==> src/rtl/pbc_pkg.sv <==
package pbc_pkg;

  // Default coordinate width and fraction bits of the clip parameter t.
  localparam int COORD_WIDTH_DEF = 32;
  localparam int T_FRAC = 32;

  // Register indexes on the configuration port.
  localparam logic [1:0] REG_WEST  = 2'd0;
  localparam logic [1:0] REG_EAST  = 2'd1;
  localparam logic [1:0] REG_SOUTH = 2'd2;
  localparam logic [1:0] REG_NORTH = 2'd3;

  // Reset values of the box, cut to the configured width where used.
  localparam logic signed [63:0] WEST_RST  = -64'sd1800000000;
  localparam logic signed [63:0] EAST_RST  = 64'sd1800000000;
  localparam logic signed [63:0] SOUTH_RST = -64'sd900000000;
  localparam logic signed [63:0] NORTH_RST = 64'sd900000000;

endpackage

==> src/rtl/pbc_if.sv <==
interface pbc_vertex_if #(parameter int COORD_WIDTH = pbc_pkg::COORD_WIDTH_DEF) ();
  logic                          valid;
  logic                          ready;
  logic signed [COORD_WIDTH-1:0] vertex_x;
  logic signed [COORD_WIDTH-2:0] vertex_y;
  logic                          first_vertex;
  logic                          last_vertex;

  modport source (output valid, vertex_x, vertex_y, first_vertex, last_vertex,
                  input ready);
  modport sink (input valid, vertex_x, vertex_y, first_vertex, last_vertex,
                output ready);
endinterface

interface pbc_result_if #(parameter int COORD_WIDTH = pbc_pkg::COORD_WIDTH_DEF) ();
  logic                          valid;
  logic                          ready;
  logic signed [COORD_WIDTH-1:0] out_x;
  logic signed [COORD_WIDTH-2:0] out_y;
  logic                          starts_run;
  logic                          last_result;

  modport source (output valid, out_x, out_y, starts_run, last_result, input ready);
  modport sink (input valid, out_x, out_y, starts_run, last_result, output ready);
endinterface

==> src/rtl/pbc_div.sv <==
module pbc_div #(
  parameter int NW = pbc_pkg::COORD_WIDTH_DEF + 1
) (
  input  logic              clk,
  input  logic              rst,
  input  logic              start,
  input  logic [NW-1:0]     num,
  input  logic [NW-1:0]     den,
  output logic              done,
  output logic [pbc_pkg::T_FRAC:0] quot
);

  localparam int TF    = pbc_pkg::T_FRAC;
  localparam int CNT_W = $clog2(TF);

  logic             busy;
  logic [CNT_W-1:0] cnt;
  logic [NW:0]      rem;
  logic [NW-1:0]    dn;
  logic [NW:0]      rem2;
  logic             fits;

  always_comb begin
    rem2 = {rem[NW-1:0], 1'b0};
    fits = rem2 >= {1'b0, dn};
  end

  // Restoring division, one quotient bit per cycle; num >= den gives one.
  always_ff @(posedge clk) begin
    if (rst) begin
      busy <= 1'b0;
      done <= 1'b0;
    end else begin
      done <= 1'b0;
      if (start) begin
        if (num >= den) begin
          quot <= {1'b1, {TF{1'b0}}};
          done <= 1'b1;
        end else begin
          rem  <= {1'b0, num};
          dn   <= den;
          quot <= '0;
          cnt  <= '0;
          busy <= 1'b1;
        end
      end else if (busy) begin
        if (fits) begin
          rem  <= rem2 - {1'b0, dn};
          quot <= {quot[TF-1:0], 1'b1};
        end else begin
          rem  <= rem2;
          quot <= {quot[TF-1:0], 1'b0};
        end
        cnt <= cnt + 1'b1;
        if (cnt == CNT_W'(TF - 1)) begin
          busy <= 1'b0;
          done <= 1'b1;
        end
      end
    end
  end

endmodule

==> src/rtl/polyline_box_clipper.sv <==
// Channel  Direction  Content
// vin      in         vertex_x, vertex_y, first_vertex, last_vertex
// rout     out        out_x, out_y, starts_run, last_result
// apb      in         box_west, box_east, box_south, box_north
//
// A vertex with the first mark only starts a run; it gives a result only when it
// is also marked last and lies in the box. Any other vertex runs up to four clip
// edges, each with or without a pass through the serial divider at one quotient
// bit a cycle, then four interpolations through a shift-add multiplier at one
// bit of t a cycle, and a decide step. Results wait for ready. The block takes
// no item until its last result is taken. Reset is synchronous and loads the
// default box at once.
module polyline_box_clipper #(
  parameter int COORD_WIDTH = pbc_pkg::COORD_WIDTH_DEF,
  localparam int DATA_W = (COORD_WIDTH > 32) ? 64 : 32,
  localparam int ADDR_W = (COORD_WIDTH > 32) ? 5 : 4
) (
  input  logic              clk,
  input  logic              rst,
  pbc_vertex_if.sink        vin,
  pbc_result_if.source      rout,
  input  logic              psel,
  input  logic              penable,
  input  logic              pwrite,
  input  logic [ADDR_W-1:0] paddr,
  input  logic [DATA_W-1:0] pwdata,
  output logic [DATA_W-1:0] prdata,
  output logic              pready
);

  localparam int CW = COORD_WIDTH;
  localparam int YW = COORD_WIDTH - 1;
  localparam int W  = COORD_WIDTH + 2;
  localparam int NW = COORD_WIDTH + 1;
  localparam int TF = pbc_pkg::T_FRAC;
  localparam int TW = TF + 1;
  localparam int PW = NW + TW;
  localparam int CNT_W = $clog2(TW);

  localparam logic [3:0] S_IDLE   = 4'd0;
  localparam logic [3:0] S_SETUP  = 4'd1;
  localparam logic [3:0] S_EDGE   = 4'd2;
  localparam logic [3:0] S_DEC    = 4'd3;
  localparam logic [3:0] S_DIVW   = 4'd4;
  localparam logic [3:0] S_MSET   = 4'd5;
  localparam logic [3:0] S_MUL    = 4'd6;
  localparam logic [3:0] S_FIN    = 4'd7;
  localparam logic [3:0] S_CLMP   = 4'd8;
  localparam logic [3:0] S_DECIDE = 4'd9;
  localparam logic [3:0] S_OUTA   = 4'd10;
  localparam logic [3:0] S_OUTB   = 4'd11;

  logic [3:0] state;

  logic signed [CW-1:0] box_west, box_east;
  logic signed [YW-1:0] box_south, box_north;
  logic signed [CW-1:0] prev_x, run_end_x, cx0, cx1;
  logic signed [YW-1:0] prev_y, run_end_y, cy0, cy1;
  logic                 run_open;

  logic signed [W-1:0]  ax, ay, bx, by, dx, dy, p, q, sumv;
  logic [TW-1:0]        t0, t1, tt;
  logic [1:0]           edge_idx, k;
  logic                 last_in, emit_start, low_side, mneg;
  logic [PW-1:0]        acc, mcand;
  logic [CNT_W-1:0]     cnt;

  logic                 div_start, div_done;
  logic [TW-1:0]        div_q;
  logic [NW-1:0]        np, nq;
  logic signed [W-1:0]  ap, aq, lo, hi, v1, v2, aval, dsel;
  logic                 in_box, wr_en, need_start;
  logic [1:0]           reg_idx;

  pbc_div #(.NW(NW)) u_div (
    .clk   (clk),
    .rst   (rst),
    .start (div_start),
    .num   (nq),
    .den   (np),
    .done  (div_done),
    .quot  (div_q)
  );

  assign pready  = 1'b1;
  assign reg_idx = paddr[ADDR_W-1:ADDR_W-2];
  assign wr_en   = psel && penable && pwrite;

  always_comb begin
    case (reg_idx)
      pbc_pkg::REG_WEST:  prdata = DATA_W'(box_west);
      pbc_pkg::REG_EAST:  prdata = DATA_W'(box_east);
      pbc_pkg::REG_SOUTH: prdata = DATA_W'(box_south);
      default:            prdata = DATA_W'(box_north);
    endcase
  end

  always_comb begin
    ap = p[W-1] ? -p : p;
    aq = q[W-1] ? -q : q;
    np = ap[NW-1:0];
    nq = aq[NW-1:0];
    div_start = 1'b0;
    if (state == S_DEC && p != '0) begin
      if (p[W-1]) div_start = !(q[W-1] == 1'b0 && q != '0) && !(nq > np);
      else        div_start = !q[W-1] && (nq < np);
    end
  end

  always_comb begin
    in_box = vin.vertex_x >= box_west && vin.vertex_x <= box_east &&
             vin.vertex_y >= box_south && vin.vertex_y <= box_north;
    aval = k[0] ? ay : ax;
    dsel = k[0] ? dy : dx;
    if (k[0]) begin
      lo = {{3{box_south[YW-1]}}, box_south};
      hi = {{3{box_north[YW-1]}}, box_north};
    end else begin
      lo = {{2{box_west[CW-1]}}, box_west};
      hi = {{2{box_east[CW-1]}}, box_east};
    end
    v1 = (sumv < lo) ? lo : sumv;
    v2 = (v1 > hi) ? hi : v1;
    need_start = !run_open || run_end_x != cx0 || run_end_y != cy0;
  end

  assign vin.ready        = state == S_IDLE;
  assign rout.valid       = state == S_OUTA || state == S_OUTB;
  assign rout.out_x       = (state == S_OUTA) ? cx0 : cx1;
  assign rout.out_y       = (state == S_OUTA) ? cy0 : cy1;
  assign rout.starts_run  = (state == S_OUTA) ? 1'b1 : emit_start;
  assign rout.last_result = state == S_OUTB;

  always_ff @(posedge clk) begin
    if (rst) begin
      state     <= S_IDLE;
      box_west  <= pbc_pkg::WEST_RST[CW-1:0];
      box_east  <= pbc_pkg::EAST_RST[CW-1:0];
      box_south <= pbc_pkg::SOUTH_RST[YW-1:0];
      box_north <= pbc_pkg::NORTH_RST[YW-1:0];
      prev_x    <= '0;
      prev_y    <= '0;
      run_end_x <= '0;
      run_end_y <= '0;
      run_open  <= 1'b0;
    end else begin
      if (wr_en) begin
        case (reg_idx)
          pbc_pkg::REG_WEST:  box_west  <= pwdata[CW-1:0];
          pbc_pkg::REG_EAST:  box_east  <= pwdata[CW-1:0];
          pbc_pkg::REG_SOUTH: box_south <= pwdata[YW-1:0];
          default:            box_north <= pwdata[YW-1:0];
        endcase
      end
      case (state)
        S_IDLE: begin
          if (vin.valid) begin
            prev_x <= vin.vertex_x;
            prev_y <= vin.vertex_y;
            if (vin.first_vertex) begin
              run_open <= 1'b0;
              cx1 <= vin.vertex_x;
              cy1 <= vin.vertex_y;
              emit_start <= 1'b1;
              if (vin.last_vertex && in_box) state <= S_OUTB;
            end else begin
              ax <= {{2{prev_x[CW-1]}}, prev_x};
              ay <= {{3{prev_y[YW-1]}}, prev_y};
              bx <= {{2{vin.vertex_x[CW-1]}}, vin.vertex_x};
              by <= {{3{vin.vertex_y[YW-1]}}, vin.vertex_y};
              last_in <= vin.last_vertex;
              emit_start <= 1'b0;
              state <= S_SETUP;
            end
          end
        end
        S_SETUP: begin
          dx <= bx - ax;
          dy <= by - ay;
          t0 <= '0;
          t1 <= {1'b1, {TF{1'b0}}};
          edge_idx <= '0;
          state <= S_EDGE;
        end
        S_EDGE: begin
          case (edge_idx)
            2'd0: begin
              p <= -dx;
              q <= ax - {{2{box_west[CW-1]}}, box_west};
            end
            2'd1: begin
              p <= dx;
              q <= {{2{box_east[CW-1]}}, box_east} - ax;
            end
            2'd2: begin
              p <= -dy;
              q <= ay - {{3{box_south[YW-1]}}, box_south};
            end
            default: begin
              p <= dy;
              q <= {{3{box_north[YW-1]}}, box_north} - ay;
            end
          endcase
          state <= S_DEC;
        end
        S_DEC: begin
          low_side <= p[W-1];
          if (div_start) begin
            state <= S_DIVW;
          end else if ((p == '0 && q[W-1]) ||
                       (p[W-1] && !(q[W-1] == 1'b0 && q != '0) && nq > np) ||
                       (!p[W-1] && p != '0 && q[W-1])) begin
            run_open <= 1'b0;
            state <= S_IDLE;
          end else if (edge_idx == 2'd3) begin
            k <= '0;
            state <= S_MSET;
          end else begin
            edge_idx <= edge_idx + 1'b1;
            state <= S_EDGE;
          end
        end
        S_DIVW: begin
          if (div_done) begin
            if ((low_side && div_q > t1) || (!low_side && div_q < t0)) begin
              run_open <= 1'b0;
              state <= S_IDLE;
            end else begin
              if (low_side && div_q > t0) t0 <= div_q;
              if (!low_side && div_q < t1) t1 <= div_q;
              if (edge_idx == 2'd3) begin
                k <= '0;
                state <= S_MSET;
              end else begin
                edge_idx <= edge_idx + 1'b1;
                state <= S_EDGE;
              end
            end
          end
        end
        S_MSET: begin
          // Rounding half is preloaded so the product lands already rounded.
          mneg  <= dsel[W-1];
          mcand <= {{(PW-W){1'b0}}, (dsel[W-1] ? -dsel : dsel)};
          tt    <= k[1] ? t1 : t0;
          acc   <= {{(PW-TF){1'b0}}, 1'b1, {(TF-1){1'b0}}};
          cnt   <= '0;
          state <= S_MUL;
        end
        S_MUL: begin
          if (tt[0]) acc <= acc + mcand;
          mcand <= {mcand[PW-2:0], 1'b0};
          tt    <= {1'b0, tt[TW-1:1]};
          cnt   <= cnt + 1'b1;
          if (cnt == CNT_W'(TF)) state <= S_FIN;
        end
        S_FIN: begin
          sumv  <= mneg ? aval - $signed(acc[PW-1:TF]) : aval + $signed(acc[PW-1:TF]);
          state <= S_CLMP;
        end
        S_CLMP: begin
          case (k)
            2'd0:    cx0 <= v2[CW-1:0];
            2'd1:    cy0 <= v2[YW-1:0];
            2'd2:    cx1 <= v2[CW-1:0];
            default: cy1 <= v2[YW-1:0];
          endcase
          if (k == 2'd3) begin
            state <= S_DECIDE;
          end else begin
            k <= k + 1'b1;
            state <= S_MSET;
          end
        end
        S_DECIDE: begin
          run_end_x <= cx1;
          run_end_y <= cy1;
          run_open  <= !last_in;
          state <= need_start ? S_OUTA : S_OUTB;
        end
        S_OUTA: begin
          if (rout.ready) state <= S_OUTB;
        end
        S_OUTB: begin
          if (rout.ready) state <= S_IDLE;
        end
        default: state <= S_IDLE;
      endcase
    end
  end

  a_no_overlap: assert property (@(posedge clk) disable iff (rst)
    rout.valid |-> !vin.ready)
    else $error("input taken while a result is pending");

  a_div_owner: assert property (@(posedge clk) disable iff (rst)
    div_done |-> state == S_DIVW)
    else $error("divider finished outside its wait state");

  a_t_order: assert property (@(posedge clk) disable iff (rst)
    state == S_MSET |-> t0 <= t1)
    else $error("clip interval inverted");

  a_back_idle: assert property (@(posedge clk) disable iff (rst)
    (rout.valid && rout.ready && rout.last_result) |=> vin.ready)
    else $error("not idle after the final result");

endmodule
==> src/flat_wrapper.sv <==
// flat-port wrapper written by rule: the top's interface ports become plain ports
module polyline_box_clipper_flat 
#(
  parameter int COORD_WIDTH = pbc_pkg::COORD_WIDTH_DEF,
  localparam int DATA_W = (COORD_WIDTH > 32) ? 64 : 32,
  localparam int ADDR_W = (COORD_WIDTH > 32) ? 5 : 4
)
  (clk, rst, psel, penable, pwrite, paddr, pwdata, prdata, pready, vin_valid, vin_vertex_x, vin_vertex_y, vin_first_vertex, vin_last_vertex, vin_ready, rout_valid, rout_out_x, rout_out_y, rout_starts_run, rout_last_result, rout_ready);
  pbc_vertex_if #(.COORD_WIDTH(COORD_WIDTH)) vin_i ();
  pbc_result_if #(.COORD_WIDTH(COORD_WIDTH)) rout_i ();
  input  logic clk;
  input  logic rst;
  input  logic psel;
  input  logic penable;
  input  logic pwrite;
  input  logic [ADDR_W-1:0] paddr;
  input  logic [DATA_W-1:0] pwdata;
  output logic [DATA_W-1:0] prdata;
  output logic pready;
  input wire logic [$bits(vin_i.valid)-1:0] vin_valid;
  input wire logic [$bits(vin_i.vertex_x)-1:0] vin_vertex_x;
  input wire logic [$bits(vin_i.vertex_y)-1:0] vin_vertex_y;
  input wire logic [$bits(vin_i.first_vertex)-1:0] vin_first_vertex;
  input wire logic [$bits(vin_i.last_vertex)-1:0] vin_last_vertex;
  output wire logic [$bits(vin_i.ready)-1:0] vin_ready;
  output wire logic [$bits(rout_i.valid)-1:0] rout_valid;
  output wire logic [$bits(rout_i.out_x)-1:0] rout_out_x;
  output wire logic [$bits(rout_i.out_y)-1:0] rout_out_y;
  output wire logic [$bits(rout_i.starts_run)-1:0] rout_starts_run;
  output wire logic [$bits(rout_i.last_result)-1:0] rout_last_result;
  input wire logic [$bits(rout_i.ready)-1:0] rout_ready;
  assign vin_i.valid = vin_valid;
  assign vin_i.vertex_x = vin_vertex_x;
  assign vin_i.vertex_y = vin_vertex_y;
  assign vin_i.first_vertex = vin_first_vertex;
  assign vin_i.last_vertex = vin_last_vertex;
  assign vin_ready = vin_i.ready;
  assign rout_valid = rout_i.valid;
  assign rout_out_x = rout_i.out_x;
  assign rout_out_y = rout_i.out_y;
  assign rout_starts_run = rout_i.starts_run;
  assign rout_last_result = rout_i.last_result;
  assign rout_i.ready = rout_ready;
  polyline_box_clipper #(.COORD_WIDTH(COORD_WIDTH)) u_core (.clk(clk), .rst(rst), .vin(vin_i), .rout(rout_i), .psel(psel), .penable(penable), .pwrite(pwrite), .paddr(paddr), .pwdata(pwdata), .prdata(prdata), .pready(pready));
endmodule
==> config.mk <==
export PLATFORM = sky130hd
export DESIGN_NAME = polyline_box_clipper_flat
export DESIGN_NICKNAME = d
export VERILOG_FILES = /design/src/rtl/pbc_pkg.sv /design/src/rtl/pbc_if.sv /design/src/rtl/pbc_div.sv /design/src/rtl/polyline_box_clipper.sv /design/src/flat_wrapper.sv
export SDC_FILE = /design/constraint.sdc
export NUM_CORES = 2
export LEC_CHECK = 0
export ABC_AREA = 1
export BUFFER_PORTS_ARGS = -buffer_cell sky130_fd_sc_hd__buf_2
export CAP_MARGIN = 20
export CORE_MARGIN = 2
export CORE_UTILIZATION = 50
export CTS_CLUSTER_DIAMETER = 50
export DETAILED_ROUTE_END_ITERATION = 6
export PLACE_DENSITY = 0.68
export SLEW_MARGIN = 10
export SYNTH_ARGS = -nofsm -noshare
export SYNTH_HDL_FRONTEND = slang
export SYNTH_SLANG_ARGS = --single-unit
==> constraint.sdc <==
create_clock -name clk -period 29.7 [get_ports clk]
set_input_delay 5.94 -clock clk [delete_from_list [all_inputs] [get_ports clk]]
set_output_delay 5.94 -clock clk [all_outputs]
set_load 0.01 [all_outputs]
# Word level (Yosys, flattened, before mapping)

Index checks and enable logic that the tools add are counted.

Register bits after elaboration: 1030
Output and inout bits: 100

Add/subtract/negate cells: 19
Magnitude comparators: 14
Equality and inequality tests: 42
Mux-type cells: 94
Bitwise logic cells: 5
Reductions and logical operators: 75

Operators with widths:

| cell                                                           | count |
|---|---|
| 33-bit 2-to-1 mux                                              | 16 |
| 66-bit one-hot mux with 2 select lines                         | 2 |
| 34-bit 2-to-1 mux                                              | 7 |
| 34-bit one-hot mux with 3 select lines                         | 2 |
| 33-bit one-hot mux with 2 select lines                         | 3 |
| 32-bit 2-to-1 mux                                              | 5 |
| 31-bit 2-to-1 mux                                              | 4 |
| 34-bit negation                                                | 3 |
| 33-bit > comparator                                            | 3 |
| 33-bit less-than comparator                                    | 3 |
| 32-bit by 32-bit subtractor with 33-bit output                 | 3 |
| 32-bit one-hot mux with 3 select lines                         | 1 |
| 31-bit by 31-bit subtractor with 32-bit output                 | 3 |
| 34-bit nonzero test                                            | 2 |
| 66-bit adder                                                   | 1 |
| 66-bit 2-to-1 mux                                              | 1 |
| 33-bit negation                                                | 2 |
| 32-bit one-hot mux with 2 select lines                         | 1 |
| 31-bit one-hot mux with 2 select lines                         | 1 |
| 4-bit one-hot mux with 12 select lines                         | 1 |
| 4-bit 2-to-1 mux                                               | 10 |
| 34-bit adder                                                   | 1 |
| 34-bit by 33-bit greater-or-equal comparator with 1-bit output | 1 |
| 34-bit > comparator                                            | 1 |
| 48 further kinds                                               | 172 |

# Longest topological paths before layout

Depth after elaboration: 10
Mapped depth: 37
Gate-level depth less buffers: 32

# Hierarchy

From an unflattened synthesis, not the netlist that was laid out.

Cell total of the unflattened synthesis: 9762
Area, all modules: 74288.7 um2

Modules (own cells, without submodules):

| module               | instances | cells an instance | area each (um2) |
|---|---|---|---|
| polyline_box_clipper | 1         | 8603              | 66107.2 |
| pbc_div              | 1         | 1159              | 8181.6 |

# Worst setup path before layout

No wires, ideal clock.

Path type: input to register
Start: in rst
End: reg u_core.ax[0], enable pin
Arrival: 14817 ps
Data required time: 28930 ps
Path slack: 14112 ps
Stages on the path: 2
Path buffers: 1
Cell sequence: clkbuf_1 -> nor3_1

Cells in the longest elaborated chain, start to end: 2

RTL lines:

| what                                 | RTL line                    | source |
|---|---|---|
| from (decl)                          | flat_wrapper.sv:12          | `input logic rst;` |
| 1-bit NOT (no source line)           | -                           |  |
| 4-bit AND reduction (no source line) | -                           |  |
| to (signal assigned)                 | polyline_box_clipper.sv:167 | `ax <= {{2{prev_x[CW-1]}}, prev_x};` |
| to (decl)                            | polyline_box_clipper.sv:61  | `logic signed [W-1:0] ax, ay, bx, by, dx, dy, p, q, sumv;` |

Every way passes these cells.
A chain may end at the register's enable or synchronous reset.

# Final worst setup path

Start: in paddr[2]
End: out prdata[3]

Cells in the longest elaborated chain, start to end: 2
Elaborated cells between the ends (all ways): 4
Those cells by class: eq/ne (2); mux (1); reduce/logical (1)

RTL lines:

| what                                        | RTL line                   | source |
|---|---|---|
| from (decl)                                 | flat_wrapper.sv:16         | `input logic [ADDR_W-1:0] paddr;` |
| 2-bit == test, or another cell as far along | polyline_box_clipper.sv:90 | `case (reg_idx)` |
| 32-bit one-hot mux with 3 select lines *    | polyline_box_clipper.sv:90 |  |
| to (decl)                                   | flat_wrapper.sv:18         | `output logic [DATA_W-1:0] prdata;` |

Mark *: on every way between the ends. The rest lies on a longest branch, timed or not.

==> impl_metrics.sql <==
INSERT INTO impl_metrics (metric_group, metric, value, unit) VALUES
('routing', 'number_of_detailed_routing_iterations_run_before_antenna_repair', '7', ''),
('layout', 'post_route_cells_drive_above_1_share', '0.0791', ''),
('clock_network', 'cts_num_sinks', '1026', ''),
('critical_path', 'worst-r2r-cell-count', '27', ''),
('critical_path', 'critical_path.reg2reg.startpoint', 'u_core.k[0]', ''),
('layout', 'seqCellArea', '28200', 'sq um'),
('hold_path', 'hold-path-cell-count', '0', ''),
('clock_network', 'ctsLongestPathBuffers', '3', ''),
('synthesis', 'sequential_to_total_area_share_from_yosys_stat', '0.384', ''),
('critical_path', 'crit_path_max_incr_delay', '0.74', 'ns'),
('floorplan', 'io_count', '208', ''),
('critical_path', 'worst_setup_path_start_kind', 'input port', ''),
('synthesis', 'synth_cell_type_count', '82', ''),
('timing', 'finalCritPeriodShare', '0.472', ''),
('routing', 'ant_nets', '0', ''),
('hold_path', 'whs_endpoint', 'u_core.ay[3]', ''),
('grt', 'grt_usage', '0.378', ''),
('synthesis', 'synthesis.area_per_instance', '7.77', 'sq um'),
('critical_path', 'rr_endpoint', 'u_core.cx1[5]', ''),
('pwr', 'power.share.switching', '0.376', ''),
('grt', 'globalRouteOverflowTotal', '0', ''),
('floorplan', 'placementRows', '140', ''),
('synthesis', 'post_synth_top_area_cell', 'edfxtp_1', ''),
('pwr', 'net-switching-power', '1.91', 'mW'),
('pwr', 'power.total', '5.09', 'mW'),
('timing', 'max-slew-margin-rel', '0.129', ''),
('layout', 'layout_commonest_cell', 'nand2_1', ''),
('outcome', 'outcome', 'completed', ''),
('clock_network', 'cts_hold_buffers', '0', ''),
('pwr', 'cellInternalPower', '3.18', 'mW'),
('clock_network', 'postcts_resize_cnt', '0', ''),
('hold_path', 'hold_crit_path_type', 'register to register', ''),
('clock_network', 'cts_inserted_buffers', '136', ''),
('placement', 'port-buffer-count', '204', ''),
('critical_path', 'crit_chain', 'buf_2 > inv_1 > nor2_1 > buf_4 > inv_1 > o22ai_1 > a21oi_1 > o21ai_0 > buf_2', ''),
('timing', 'final.hold.worst_slack', '0.417', 'ns'),
('layout', 'finalNetCount', '10300', ''),
('hold_path', 'timing.hold.worst.start', 'u_core.prev_y[3]', ''),
('critical_path', 'timing.critical_path.fanout_max', '23', ''),
('routing', 'avgRoutedWirePerCell', '25.1', 'um'),
('layout', 'post-route-cell-area', '81200', 'sq um'),
('floorplan', 'die_w', '387', 'um'),
('timing', 'worst_clock_skew', '0.0502', 'ns'),
('synthesis', 'netlist_instances', '9453', ''),
('floorplan', 'die_area', '150000', 'sq um'),
('routing', 'drt_iter0_markers', '7883', ''),
('timing', 'timing.final.max_slew_violations', '0', ''),
('critical_path', 'r2r_slack', '22.07', 'ns'),
('timing', 'totalNegativeSetupSlack', '0', 'ns'),
('synthesis', 'syn_nets', '10200', ''),
('job', 'max-cap-violations', '0', ''),
('synthesis', 'ys_dominant_reg_cell', 'edfxtp_1', ''),
('synthesis', 'netlist_area', '73400', 'sq um'),
('grt', 'number_of_global_route_vias_before_repair', '64600', ''),
('critical_path', 'worstSetupPathDepth', '9', ''),
('routing', 'drc_errors', '0', ''),
('clock_network', 'clock_tree_from_tritoncts', 'yes', ''),
('synthesis', 'synth_edf_count', '767', ''),
('floorplan', 'placeableCoreArea', '146000', 'sq um'),
('critical_path', 'crit_arrival', '8.07', 'ns'),
('grt', 'grt_antenna_before_repair', '24', ''),
('layout', 'multiInputGateArea', '39300', 'sq um'),
('layout', 'final_cell_mix', 'nand2_1 (2029), inv_1 (1249), nor2_1 (882), a21oi_1 (809), edfxtp_1 (767)', ''),
('critical_path', 'end_kind', 'primary output', ''),
('pwr', 'power_frac_comb', '0.296', ''),
('timing', 'setup_violations', '0', ''),
('clock_network', 'clkTransAtPathRegs', '0.06', 'ns'),
('synthesis', 'synth_warnings', '0', ''),
('pwr', 'total_leakage_power', '35.6', 'nW'),
('floorplan', 'initial_utilization', '0.504', ''),
('critical_path', 'worst-path-buf-inv', '5', '');
==> layout make-up <==
cell class | count | share of cell area
flip-flops and latches | 1026 | 0.348
clock inverters | 91 | 0.0149
well taps | 1917 | 0.0295
clock buffers | 159 | 0.0441
inverters | 1279 | 0.0593
diodes | 11 | 0.000339
repair buffers | 270 | 0.0197
multi-input cells | 6892 | 0.485
==> logic make-up after synthesis <==
kind of cell,synth area share
other cells,0.0000511
buf+inv,0.0817
fa+ha+maj,0.109
mux,0.000443
compound gates,0.162
xor+xnor,0.0353
simple gates,0.227
flops,0.384
==> how the worst max path moves through the flow <==
stage               startpoint      endpoint  slack (ns)
floorplan                  rst  u_core.ax[0]       14.11
global placement      paddr[2]     prdata[3]       15.81
detailed placement    paddr[2]     prdata[3]       15.79
CTS                   paddr[2]     prdata[3]       15.79
global route          paddr[2]     prdata[3]       15.71
finish                paddr[2]     prdata[3]       15.69
==> layer usage <==
| layer | track usage | vias to the layer above | share of wire | wire length (um) |
|---|---|---|---|---|
| met5 | 0 | - | 0.00023 | 68 |
| met4 | 0.262 | 8 | 0.081 | 23800 |
| met3 | 0.0900 | 858 | 0.11 | 31400 |
| met2 | 0.572 | 3838 | 0.43 | 125000 |
| met1 | 0.476 | 32700 | 0.38 | 112000 |
| li1 | - | 32400 | - | - |
==> through the flow <==
| stage | utilization | setup WS (ns) |
|---|---|---|
| global placement | 0.523 | 15.81 |
| detailed placement | 0.523 | 15.79 |
| finish | 0.557 | 15.69 |
| global route | 0.557 | 15.71 |
| CTS | 0.556 | 15.79 |
| floorplan | - | 14.11 |
==> worst reg2reg max path: stages (launching register included) <==
cell and delay [ns]:
edfxtp_1 0.40, buf_4 0.55, inv_4 0.33, a21oi_1 0.73, ha_1 0.46, nand2_1 0.13
nor2_1 0.07, nand2_1 0.07, o211ai_1 0.15, a21oi_1 0.33, nand4_4 0.69, nand2_8 0.65
inv_1 0.12, o21ai_0 0.20, inv_1 0.08, ha_1 0.34, nand2_1 0.07, inv_1 0.08
nand3_1 0.09, nor3b_2 0.21, and2_1 0.18, o2111ai_1 0.14, nand4_1 0.14, nand3_2 0.09
inv_2 0.50, nand2_1 0.21, nand3_2 0.13, nand2_1 0.17
==> synth_stat cells (9+ instances only) <==
master / instances
a211oi_1: 14
a21boi_0: 24
a21o_1: 53
a21oi_1: 812
a221oi_1: 14
a31oi_1: 98
and2_1: 35
buf_1: 12
buf_2: 30
buf_6: 15
clkbuf_1: 189
dfxtp_1: 259
edfxtp_1: 767
fa_1: 9
ha_1: 627
inv_1: 1252
inv_2: 20
nand2_1: 2030
nand2_2: 32
nand3_1: 358
nand3_2: 65
nand3b_1: 26
nand3b_2: 18
nand4_1: 125
nor2_1: 896
nor2_2: 14
nor3_1: 115
nor4_1: 41
o2111ai_1: 39
o211ai_1: 77
o21a_1: 50
o21ai_0: 722
o21ai_1: 57
o21ai_2: 13
o21bai_1: 47
o22ai_1: 42
o31ai_1: 11
or2_2: 47
xnor2_1: 93
xor2_1: 203
==> sequential cells by signal (all words and copies together) (netlist names), 33 cells and up <==
signal             count
u_core.q              33
u_core.acc            66
u_core.mcand          66
u_core.dx             33
u_core.u_div.dn       33
u_core.p              34
u_core.u_div.quot     33
u_core.t1             33
u_core.u_div.rem      33
u_core.tt             33
u_core.t0             33
u_core.sumv           34
==> power groups by stage <==
stage / combinational, mW / clock [mW] / sequential, mW
after global placement: 1.44 / 0 / 1.88
final: 1.51 / 1.72 / 1.87
after detailed placement: 1.46 / 0 / 1.89
after floorplan: 0.937 / 0 / 1.85
after global routing: 1.63 / 1.79 / 1.87
after CTS: 1.47 / 1.73 / 1.86
(Power assumes the default switching activity.)
